## src/rtl/core/comdf_pkg.sv

```systemverilog
// ----------------------------------------------------------------------------
// comdf_pkg
// Shared types and constants of the minimum-delay clock offset filter.
// ----------------------------------------------------------------------------
package comdf_pkg;

    localparam logic [1:0] OP_ADD   = 2'd0;
    localparam logic [1:0] OP_CLEAR = 2'd1;
    localparam logic [1:0] OP_DELAY = 2'd2;
    localparam logic [1:0] OP_POS   = 2'd3;

    localparam logic [13:0] TICKS_PER_MS = 14'd10000;
    localparam logic [61:0] POS_MAX      = 62'h3FFF_FFFF_FFFF_FFFF;

    typedef struct packed {
        logic signed [49:0] delay;
        logic signed [49:0] offset;
    } sample_t;

    typedef struct packed {
        logic clr;
        logic take;
        logic first;
    } best_ctl_t;

endpackage

```

## src/rtl/core/clock_offset_min_delay_filter.sv

```systemverilog
// ----------------------------------------------------------------------------
// clock_offset_min_delay_filter
// NTP style clock filter: keeps the last WINDOW samples in a chain of cells
// and picks the one with the smallest round-trip delay.
//
//   channel | direction | handshake           | payload
//   --------+-----------+---------------------+------------------------------
//   in      | input     | in_valid / in_ready | op, timestamps, query fields
//   out     | output    | out_valid/out_ready | ready_res, offset, ping, ...
//
// Add: shift in, rotation of the whole window past the comparator at the
// oldest cell, result load. Queries: difference, multiply, result load. Clear: result load.
// One transaction at a time; a new one is taken while the result register
// still waits. A full output register stalls the final step only.
// Reset empties the window and zeroes the chosen sample.
// ----------------------------------------------------------------------------
module clock_offset_min_delay_filter #(
    parameter int WINDOW = 8
) (
    input  logic        clk,
    input  logic        rst_n,
    input  logic        in_valid,
    output logic        in_ready,
    input  logic [1:0]  op,
    input  logic [47:0] local_sent_ms,
    input  logic [47:0] server_received_ms,
    input  logic [47:0] server_sent_ms,
    input  logic [47:0] local_received_ms,
    input  logic [47:0] target_server_ms,
    input  logic [47:0] local_now_ms,
    input  logic [47:0] base_position_ticks,
    output logic        out_valid,
    input  logic        out_ready,
    output logic        ready_res,
    output logic signed [49:0] offset_half_ms,
    output logic [48:0] ping_half_ms,
    output logic [48:0] delay_ms,
    output logic [61:0] position_estimate
);

    localparam int CNT_W = $clog2(WINDOW + 1);
    localparam logic [CNT_W-1:0] CNT_MAX  = CNT_W'(WINDOW);
    localparam logic [CNT_W-1:0] STEP_END = CNT_W'(WINDOW - 1);
    localparam logic [CNT_W:0]   WIN_EXT  = (CNT_W + 1)'(WINDOW);

    typedef enum logic [4:0] {
        ST_IDLE  = 5'b00001,
        ST_SCAN  = 5'b00010,
        ST_QDIFF = 5'b00100,
        ST_QMUL  = 5'b01000,
        ST_DONE  = 5'b10000
    } state_t;

    state_t state_reg, state_next;
    logic [CNT_W-1:0] count_reg, count_next;
    logic [CNT_W-1:0] step_reg, step_next;
    logic [1:0]  op_reg, op_next;
    logic [47:0] tgt_reg, tgt_next;
    logic [47:0] now_reg, now_next;
    logic [47:0] base_reg, base_next;
    logic signed [49:0] rnd_reg, rnd_next;
    logic signed [51:0] diff_reg, diff_next;
    logic [63:0] prod_reg, prod_next;

    logic        out_valid_reg, out_valid_next;
    logic        ready_res_reg, ready_res_next;
    logic signed [49:0] offset_reg, offset_next;
    logic [48:0] ping_reg, ping_next;
    logic [48:0] delay_reg, delay_next;
    logic [61:0] pos_reg, pos_next;

    comdf_pkg::sample_t cell_d [WINDOW];
    comdf_pkg::sample_t cell_q [WINDOW];
    comdf_pkg::sample_t new_sample;
    comdf_pkg::sample_t best;
    comdf_pkg::best_ctl_t best_ctl;
    logic shift_en;
    logic accept;
    logic diff_pos;
    logic signed [50:0] s_ext;
    logic signed [50:0] s_inc;
    logic signed [50:0] s_half;
    logic signed [51:0] tgt_e, now_e, rnd_e;
    logic [63:0] pos_sum;

    assign accept   = in_valid && in_ready;
    assign in_ready = (state_reg == ST_IDLE);

    assign new_sample.offset = $signed({2'b00, server_received_ms}) - $signed({2'b00, local_sent_ms})
                             + $signed({2'b00, server_sent_ms}) - $signed({2'b00, local_received_ms});
    assign new_sample.delay  = $signed({2'b00, local_received_ms}) - $signed({2'b00, local_sent_ms})
                             - $signed({2'b00, server_sent_ms}) + $signed({2'b00, server_received_ms});

    assign shift_en = (accept && (op == comdf_pkg::OP_ADD)) || (state_reg == ST_SCAN);

    assign cell_d[0] = (state_reg == ST_SCAN) ? cell_q[WINDOW-1] : new_sample;

    genvar gi;
    generate
        for (gi = 1; gi < WINDOW; gi++)
        begin : g_link
            assign cell_d[gi] = cell_q[gi-1];
        end
        for (gi = 0; gi < WINDOW; gi++)
        begin : g_cell
            comdf_cell u_cell (
                .clk (clk),
                .en  (shift_en),
                .d   (cell_d[gi]),
                .q   (cell_q[gi])
            );
        end
    endgenerate

    always_comb
    begin
        best_ctl.clr   = accept && (op == comdf_pkg::OP_CLEAR);
        best_ctl.take  = (state_reg == ST_SCAN)
                         && (({1'b0, step_reg} + {1'b0, count_reg}) >= WIN_EXT);
        best_ctl.first = (({1'b0, step_reg} + {1'b0, count_reg}) == WIN_EXT);
    end

    comdf_best u_best (
        .clk   (clk),
        .rst_n (rst_n),
        .ctl   (best_ctl),
        .cand  (cell_q[WINDOW-1]),
        .best  (best)
    );

    // offset in ms, rounded half away from zero
    assign s_ext  = {best.offset[49], best.offset};
    assign s_inc  = s_ext + 51'sd1;
    assign s_half = s_ext[50] ? (s_ext >>> 1) : (s_inc >>> 1);

    assign tgt_e = $signed({4'b0000, tgt_reg});
    assign now_e = $signed({4'b0000, now_reg});
    assign rnd_e = {{2{rnd_reg[49]}}, rnd_reg};
    assign diff_pos = !diff_reg[51] && (diff_reg != '0);
    assign pos_sum  = prod_reg + {16'h0000, base_reg};

    always_comb
    begin
        state_next     = state_reg;
        count_next     = count_reg;
        step_next      = step_reg;
        op_next        = op_reg;
        tgt_next       = tgt_reg;
        now_next       = now_reg;
        base_next      = base_reg;
        rnd_next       = rnd_reg;
        diff_next      = diff_reg;
        prod_next      = prod_reg;
        out_valid_next = out_valid_reg && !out_ready;
        ready_res_next = ready_res_reg;
        offset_next    = offset_reg;
        ping_next      = ping_reg;
        delay_next     = delay_reg;
        pos_next       = pos_reg;

        case (state_reg)
            ST_IDLE:
            begin
                if (accept)
                begin
                    op_next   = op;
                    tgt_next  = target_server_ms;
                    now_next  = local_now_ms;
                    base_next = base_position_ticks;
                    rnd_next  = s_half[49:0];
                    step_next = '0;
                    case (op)
                        comdf_pkg::OP_ADD:
                        begin
                            if (count_reg != CNT_MAX)
                            begin
                                count_next = count_reg + CNT_W'(1);
                            end
                            state_next = ST_SCAN;
                        end
                        comdf_pkg::OP_CLEAR:
                        begin
                            count_next = '0;
                            state_next = ST_DONE;
                        end
                        default:
                        begin
                            state_next = ST_QDIFF;
                        end
                    endcase
                end
            end
            ST_SCAN:
            begin
                step_next = step_reg + CNT_W'(1);
                if (step_reg == STEP_END)
                begin
                    state_next = ST_DONE;
                end
            end
            ST_QDIFF:
            begin
                if (op_reg == comdf_pkg::OP_DELAY)
                begin
                    diff_next = tgt_e - rnd_e - now_e;
                end
                else
                begin
                    diff_next = now_e + rnd_e - tgt_e;
                end
                state_next = ST_QMUL;
            end
            ST_QMUL:
            begin
                prod_next  = diff_pos ? ({14'h0000, diff_reg[49:0]} * {50'd0, comdf_pkg::TICKS_PER_MS})
                                      : 64'd0;
                state_next = ST_DONE;
            end
            ST_DONE:
            begin
                if (!out_valid_reg || out_ready)
                begin
                    out_valid_next = 1'b1;
                    ready_res_next = (count_reg != '0);
                    offset_next    = (count_reg != '0) ? best.offset : 50'sd0;
                    ping_next      = ((count_reg != '0) && !best.delay[49] && (best.delay != '0))
                                     ? best.delay[48:0] : 49'd0;
                    delay_next     = '0;
                    pos_next       = '0;
                    if (op_reg == comdf_pkg::OP_DELAY)
                    begin
                        delay_next = diff_pos ? diff_reg[48:0] : 49'd0;
                    end
                    else if (op_reg == comdf_pkg::OP_POS)
                    begin
                        pos_next = (pos_sum > {2'b00, comdf_pkg::POS_MAX})
                                   ? comdf_pkg::POS_MAX : pos_sum[61:0];
                    end
                    state_next = ST_IDLE;
                end
            end
            default:
            begin
                state_next = ST_IDLE;
            end
        endcase
    end

    always_ff @(posedge clk or negedge rst_n)
    begin
        if (!rst_n)
        begin
            state_reg     <= ST_IDLE;
            count_reg     <= '0;
            step_reg      <= '0;
            out_valid_reg <= 1'b0;
        end
        else
        begin
            state_reg     <= state_next;
            count_reg     <= count_next;
            step_reg      <= step_next;
            out_valid_reg <= out_valid_next;
        end
    end

    always_ff @(posedge clk)
    begin
        op_reg        <= op_next;
        tgt_reg       <= tgt_next;
        now_reg       <= now_next;
        base_reg      <= base_next;
        rnd_reg       <= rnd_next;
        diff_reg      <= diff_next;
        prod_reg      <= prod_next;
        ready_res_reg <= ready_res_next;
        offset_reg    <= offset_next;
        ping_reg      <= ping_next;
        delay_reg     <= delay_next;
        pos_reg       <= pos_next;
    end

    assign out_valid         = out_valid_reg;
    assign ready_res         = ready_res_reg;
    assign offset_half_ms    = offset_reg;
    assign ping_half_ms      = ping_reg;
    assign delay_ms          = delay_reg;
    assign position_estimate = pos_reg;

`ifndef SYNTHESIS
    a_count_range: assert property (@(posedge clk) disable iff (!rst_n)
        count_reg <= CNT_MAX)
        else $error("sample count beyond window");

    a_add_fills: assert property (@(posedge clk) disable iff (!rst_n)
        (accept && (op == comdf_pkg::OP_ADD)) |=> (count_reg != '0) && (state_reg == ST_SCAN))
        else $error("add transaction did not start a scan");

    a_scan_end: assert property (@(posedge clk) disable iff (!rst_n)
        ((state_reg == ST_SCAN) && (step_reg == STEP_END)) |=> (state_reg == ST_DONE))
        else $error("scan did not end after window length");

    a_out_from_done: assert property (@(posedge clk) disable iff (!rst_n)
        $rose(out_valid_reg) |-> $past(state_reg == ST_DONE))
        else $error("result raised outside done state");
`endif

endmodule

```

## src/rtl/core/comdf_cell.sv

```systemverilog
// ----------------------------------------------------------------------------
// comdf_cell
// One window cell: holds a sample, takes its neighbor's sample when enabled.
// ----------------------------------------------------------------------------
module comdf_cell (
    input  logic              clk,
    input  logic              en,
    input  comdf_pkg::sample_t d,
    output comdf_pkg::sample_t q
);

    comdf_pkg::sample_t sample_reg;
    comdf_pkg::sample_t sample_next;

    always_comb
    begin
        sample_next = en ? d : sample_reg;
    end

    always_ff @(posedge clk)
    begin
        sample_reg <= sample_next;
    end

    assign q = sample_reg;

endmodule

```

## src/rtl/core/comdf_best.sv

```systemverilog
// ----------------------------------------------------------------------------
// comdf_best
// Running minimum-delay tracker; strict compare keeps the earlier sample on
// a tie. Its register is the chosen sample between scans.
// ----------------------------------------------------------------------------
module comdf_best (
    input  logic                clk,
    input  logic                rst_n,
    input  comdf_pkg::best_ctl_t ctl,
    input  comdf_pkg::sample_t   cand,
    output comdf_pkg::sample_t   best
);

    comdf_pkg::sample_t best_reg;
    comdf_pkg::sample_t best_next;

    always_comb
    begin
        best_next = best_reg;
        if (ctl.clr)
        begin
            best_next = '0;
        end
        else if (ctl.take && (ctl.first || (cand.delay < best_reg.delay)))
        begin
            best_next = cand;
        end
    end

    always_ff @(posedge clk or negedge rst_n)
    begin
        if (!rst_n)
        begin
            best_reg <= '0;
        end
        else
        begin
            best_reg <= best_next;
        end
    end

    assign best = best_reg;

endmodule
```

## config.mk

```make
export PLATFORM = sky130hd
export DESIGN_NAME = clock_offset_min_delay_filter
export DESIGN_NICKNAME = d
export VERILOG_FILES = /design/src/rtl/core/comdf_pkg.sv /design/src/rtl/core/clock_offset_min_delay_filter.sv /design/src/rtl/core/comdf_cell.sv /design/src/rtl/core/comdf_best.sv
export SDC_FILE = /design/constraint.sdc
export NUM_CORES = 2
export LEC_CHECK = 0
export BUFFER_PORTS_ARGS = -buffer_cell sky130_fd_sc_hd__buf_4
export CORE_ASPECT_RATIO = 1.5
export CORE_MARGIN = 4
export CORE_UTILIZATION = 24
export DETAILED_ROUTE_END_ITERATION = 10
export MAX_ROUTING_LAYER = met4
export SLEW_MARGIN = 5
export SYNTH_ARGS = -nofsm -noshare
export SYNTH_HDL_FRONTEND = slang
export SYNTH_SLANG_ARGS = --single-unit
```

## constraint.sdc

```tcl
create_clock -name clk -period 22 [get_ports clk]
set_input_delay 2.2 -clock clk [delete_from_list [all_inputs] [get_ports clk]]
set_output_delay 2.2 -clock clk [all_outputs]
set_load 0.02 [all_outputs]
```

==> results_dict.tcl <==
set metrics [dict create \
    status "completed" \
    netlist_top_cells_area "edfxtp_1 48%, ha_1 9.1%, fa_1 7.0%, inv_1 5.4%, dfrtp_1 3.4%" \
    cts_buffers 170 \
    hold_viol_final 0 \
    die_h_um 724.9 \
    grt_pass1_wl_um 357500 \
    fin_area_sq_um 97100 \
    synth.yosys.seq_area_share 0.5163 \
    async_flop_share 0.07955 \
    cp.arrival_ns 8.83 \
    largest_reg_flops 800 \
    synth_edf_count 1319 \
    startpoint "local_sent_ms[0]" \
    hp-class "reg -> reg" \
    cp_slowest_cell "o41ai_1" \
    p_sw_mw 5.409 \
    tightest_slew_ns 1.224 \
    fin_worst_skew_ns 0.08868 \
    area_growth_pct 18.07 \
    drive_gt1_frac 0.1205 \
    synthCells 7122 \
    ctsRootBufferMaster "clkbuf_16" \
    yosys.cell_count.top_type "edfxtp_1" \
    port_buffers 554 \
    ys_seq_elements 1433 \
    p_int_mw 7.794 \
    drt_iter0_markers 3446 \
    syn_nets 8348 \
    num_vias 54140 \
    grtUsageTotal 0.1385 \
    power_frac_seq 0.289 \
    clk_latency_ns 0.84 \
    path_buf_inv 3 \
    grt.overflow.total 0 \
    avgSynthCellArea_sq_um 11.55 \
    start_util 0.2408 \
    yosys-top-cells-count "1319 x edfxtp_1, 1175 x inv_1, 597 x ha_1" \
    worstHoldStart "g_cell[6].u_cell.q[21]" \
    ir_worst_vdd_v 0.0001209 \
    via_per_inst 4.383 \
    ys.flop_type "edfxtp_1" \
    gp_congestion 0.9094 \
    cts_tree "yes" \
    ios 555 \
    path_delay_family "compound AO/OA/AOI/OAI gates" \
    maxCapViolCount 0 \
    required_ns 22.57 \
    r2r_start "state_reg[4]" \
    worst_path_largest_cell_delay_ns 0.66 \
    crit_fanout 6 \
    netlist_area_sq_um 82240 \
    setup.worst_path.start_class "primary input" \
    cts_resized 0 \
    pwr-share-clk 0.214 \
    yosys_warnings 0 \
    dp_cells 12030 \
    antenna_left 0 \
    grt_pass1_vias 55650 \
    p_leak_nw 39.98 \
    numClockSinks 1433 \
    period_share 0.3756 \
    worst_slack_ns 13.74 \
    final_nets 8924 \
    p_comb_frac 0.497 \
    routed_wl_um 243400 \
    ys_types 102 \
    grt_setup_unrepaired "false" \
    wire_per_inst_um 19.71 \
    row_count 263 \
    place_hpwl_um 192000 \
    filler_cell_count 35500 \
    dp_slack_ns 12.86 \
    holdWs_ns 0.3847 \
    fin_util 0.2843 \
    coreArea_sq_um 341600 \
    synth_area_leader_cell "edfxtp_1" \
    cts_hold_buffers 0 \
    fp.dieW_um 486.0 \
    grt_max_degree 195 \
    remaining_drc_errors 0 \
    period_minus_slack_ns 8.263 \
    antenna_found_initial 37 \
    htreeDepth 4 \
    firstDrtPassIters 7 \
    setup-tns-final_ns 0 \
    synth.top_cell.area_share 0.4816 \
    place_area_sq_um 91530 \
    maxSlewViolCount 0 \
    crit_path_end_kind "flip-flop" \
    max_slew_margin 0.1843 \
    path_clk_slew_ns 0.06 \
    netSwitchingFraction 0.4097 \
    fmax_mhz 121.0 \
    finalPower_mw 13.20 \
    cts_setup_buffers 0 \
    final_cells 12350 \
    die_area_sq_um 352300 \
    clk_path_buf_depth 4 \
    setup_viol 0 \
    power_density_nw_per_um2 136.0 \
    path_class "in -> reg" \
]
## final cells by class
cell class                 instances  area [sq um]  area share
antenna                           24         60.06   0.0006185
clock buffer                     200          4409     0.04541
clock inverter                    97          1102     0.01135
inverter                        1175          4418     0.04550
multi-input combinational       4323         34490      0.3552
sequential                      1433         42460      0.4373
tap                             4505          5637     0.05805
timing repair buffer             595          4521     0.04656
## worst reg2reg max path, cell delays in order, from the launching register on
cell and delay [ns]:
dfrtp_1 0.42, or3_1 0.45, nor3b_1 0.60, nand2_1 0.45
or3_1 0.50, nand2_4 0.52, buf_4 0.91, buf_4 1.00
buf_4 0.99, buf_4 0.96
## routing by layer
layer,vias up,share of wire,GRT usage
li1,26120,-,-
met1,26250,0.42,0.1635
met3,402,0.048,0.02298
met5,-,0,-
met4,0,0.040,0.05061
met2,1361,0.50,0.2370
## cell usage in the layout (no fill, tap or decap), types with 29 or more instances in the layout
master,instances
a21oi_1,532
xor2_1,182
nor3_1,101
o21bai_1,66
nor2b_1,102
a31oi_1,46
fa_1,287
mux2i_1,109
edfxtp_1,1319
nand2b_1,49
nor2_1,341
o31ai_1,33
clkbuf_16,172
nand4_1,83
ha_1,597
inv_1,1174
xnor2_1,226
a211oi_1,38
nand2_1,404
o21ai_0,230
nor4_1,76
clkinv_2,29
o21a_1,39
and3_1,61
dfrtp_1,113
nand3_1,103
buf_4,590
a21o_1,259
## power by group through the flow
stage / clock, mW / combinational (mW) / sequential (mW)
detailed placement: 0 / 6.56 / 3.87
global placement: 0 / 6.54 / 3.86
finish: 2.82 / 6.57 / 3.81
global route: 3.03 / 7.34 / 3.85
floorplan: 0 / 4.69 / 4.09
CTS: 2.93 / 6.60 / 3.82
## cells by family (layout without fill, tap and decap cells)
family	Yosys count	count (layout)	share of synthesized area
muxes	112	112	0.01372
buffers and inverters	1366	2067	0.06533
xor gates and xnor gates	408	408	0.04345
other	0	24	0
and+or+nand+nor	1442	1442	0.08555
DFF	1433	1433	0.5163
adders and majority gates	884	884	0.1607
AOI/OAI and AO/OA	1477	1477	0.1149
## worst paths after layout
path | endpoint | slack [ns] | cells after the start
hold / removal | g_cell[7].u_cell.q[21] | 0.38 | 0
setup reg to reg | g_cell[6].u_cell.q[96] | 14.80 | 9
max in group asynchronous | u_best.best[0] | 19.52 | 2
min in group asynchronous | u_best.best[45] | 1.29 | 1
setup / recovery | g_cell[0].u_cell.q[45] | 13.74 | 28
hold reg to reg | g_cell[7].u_cell.q[21] | 0.38 | 0
Power figures use the tool's default switching activity.
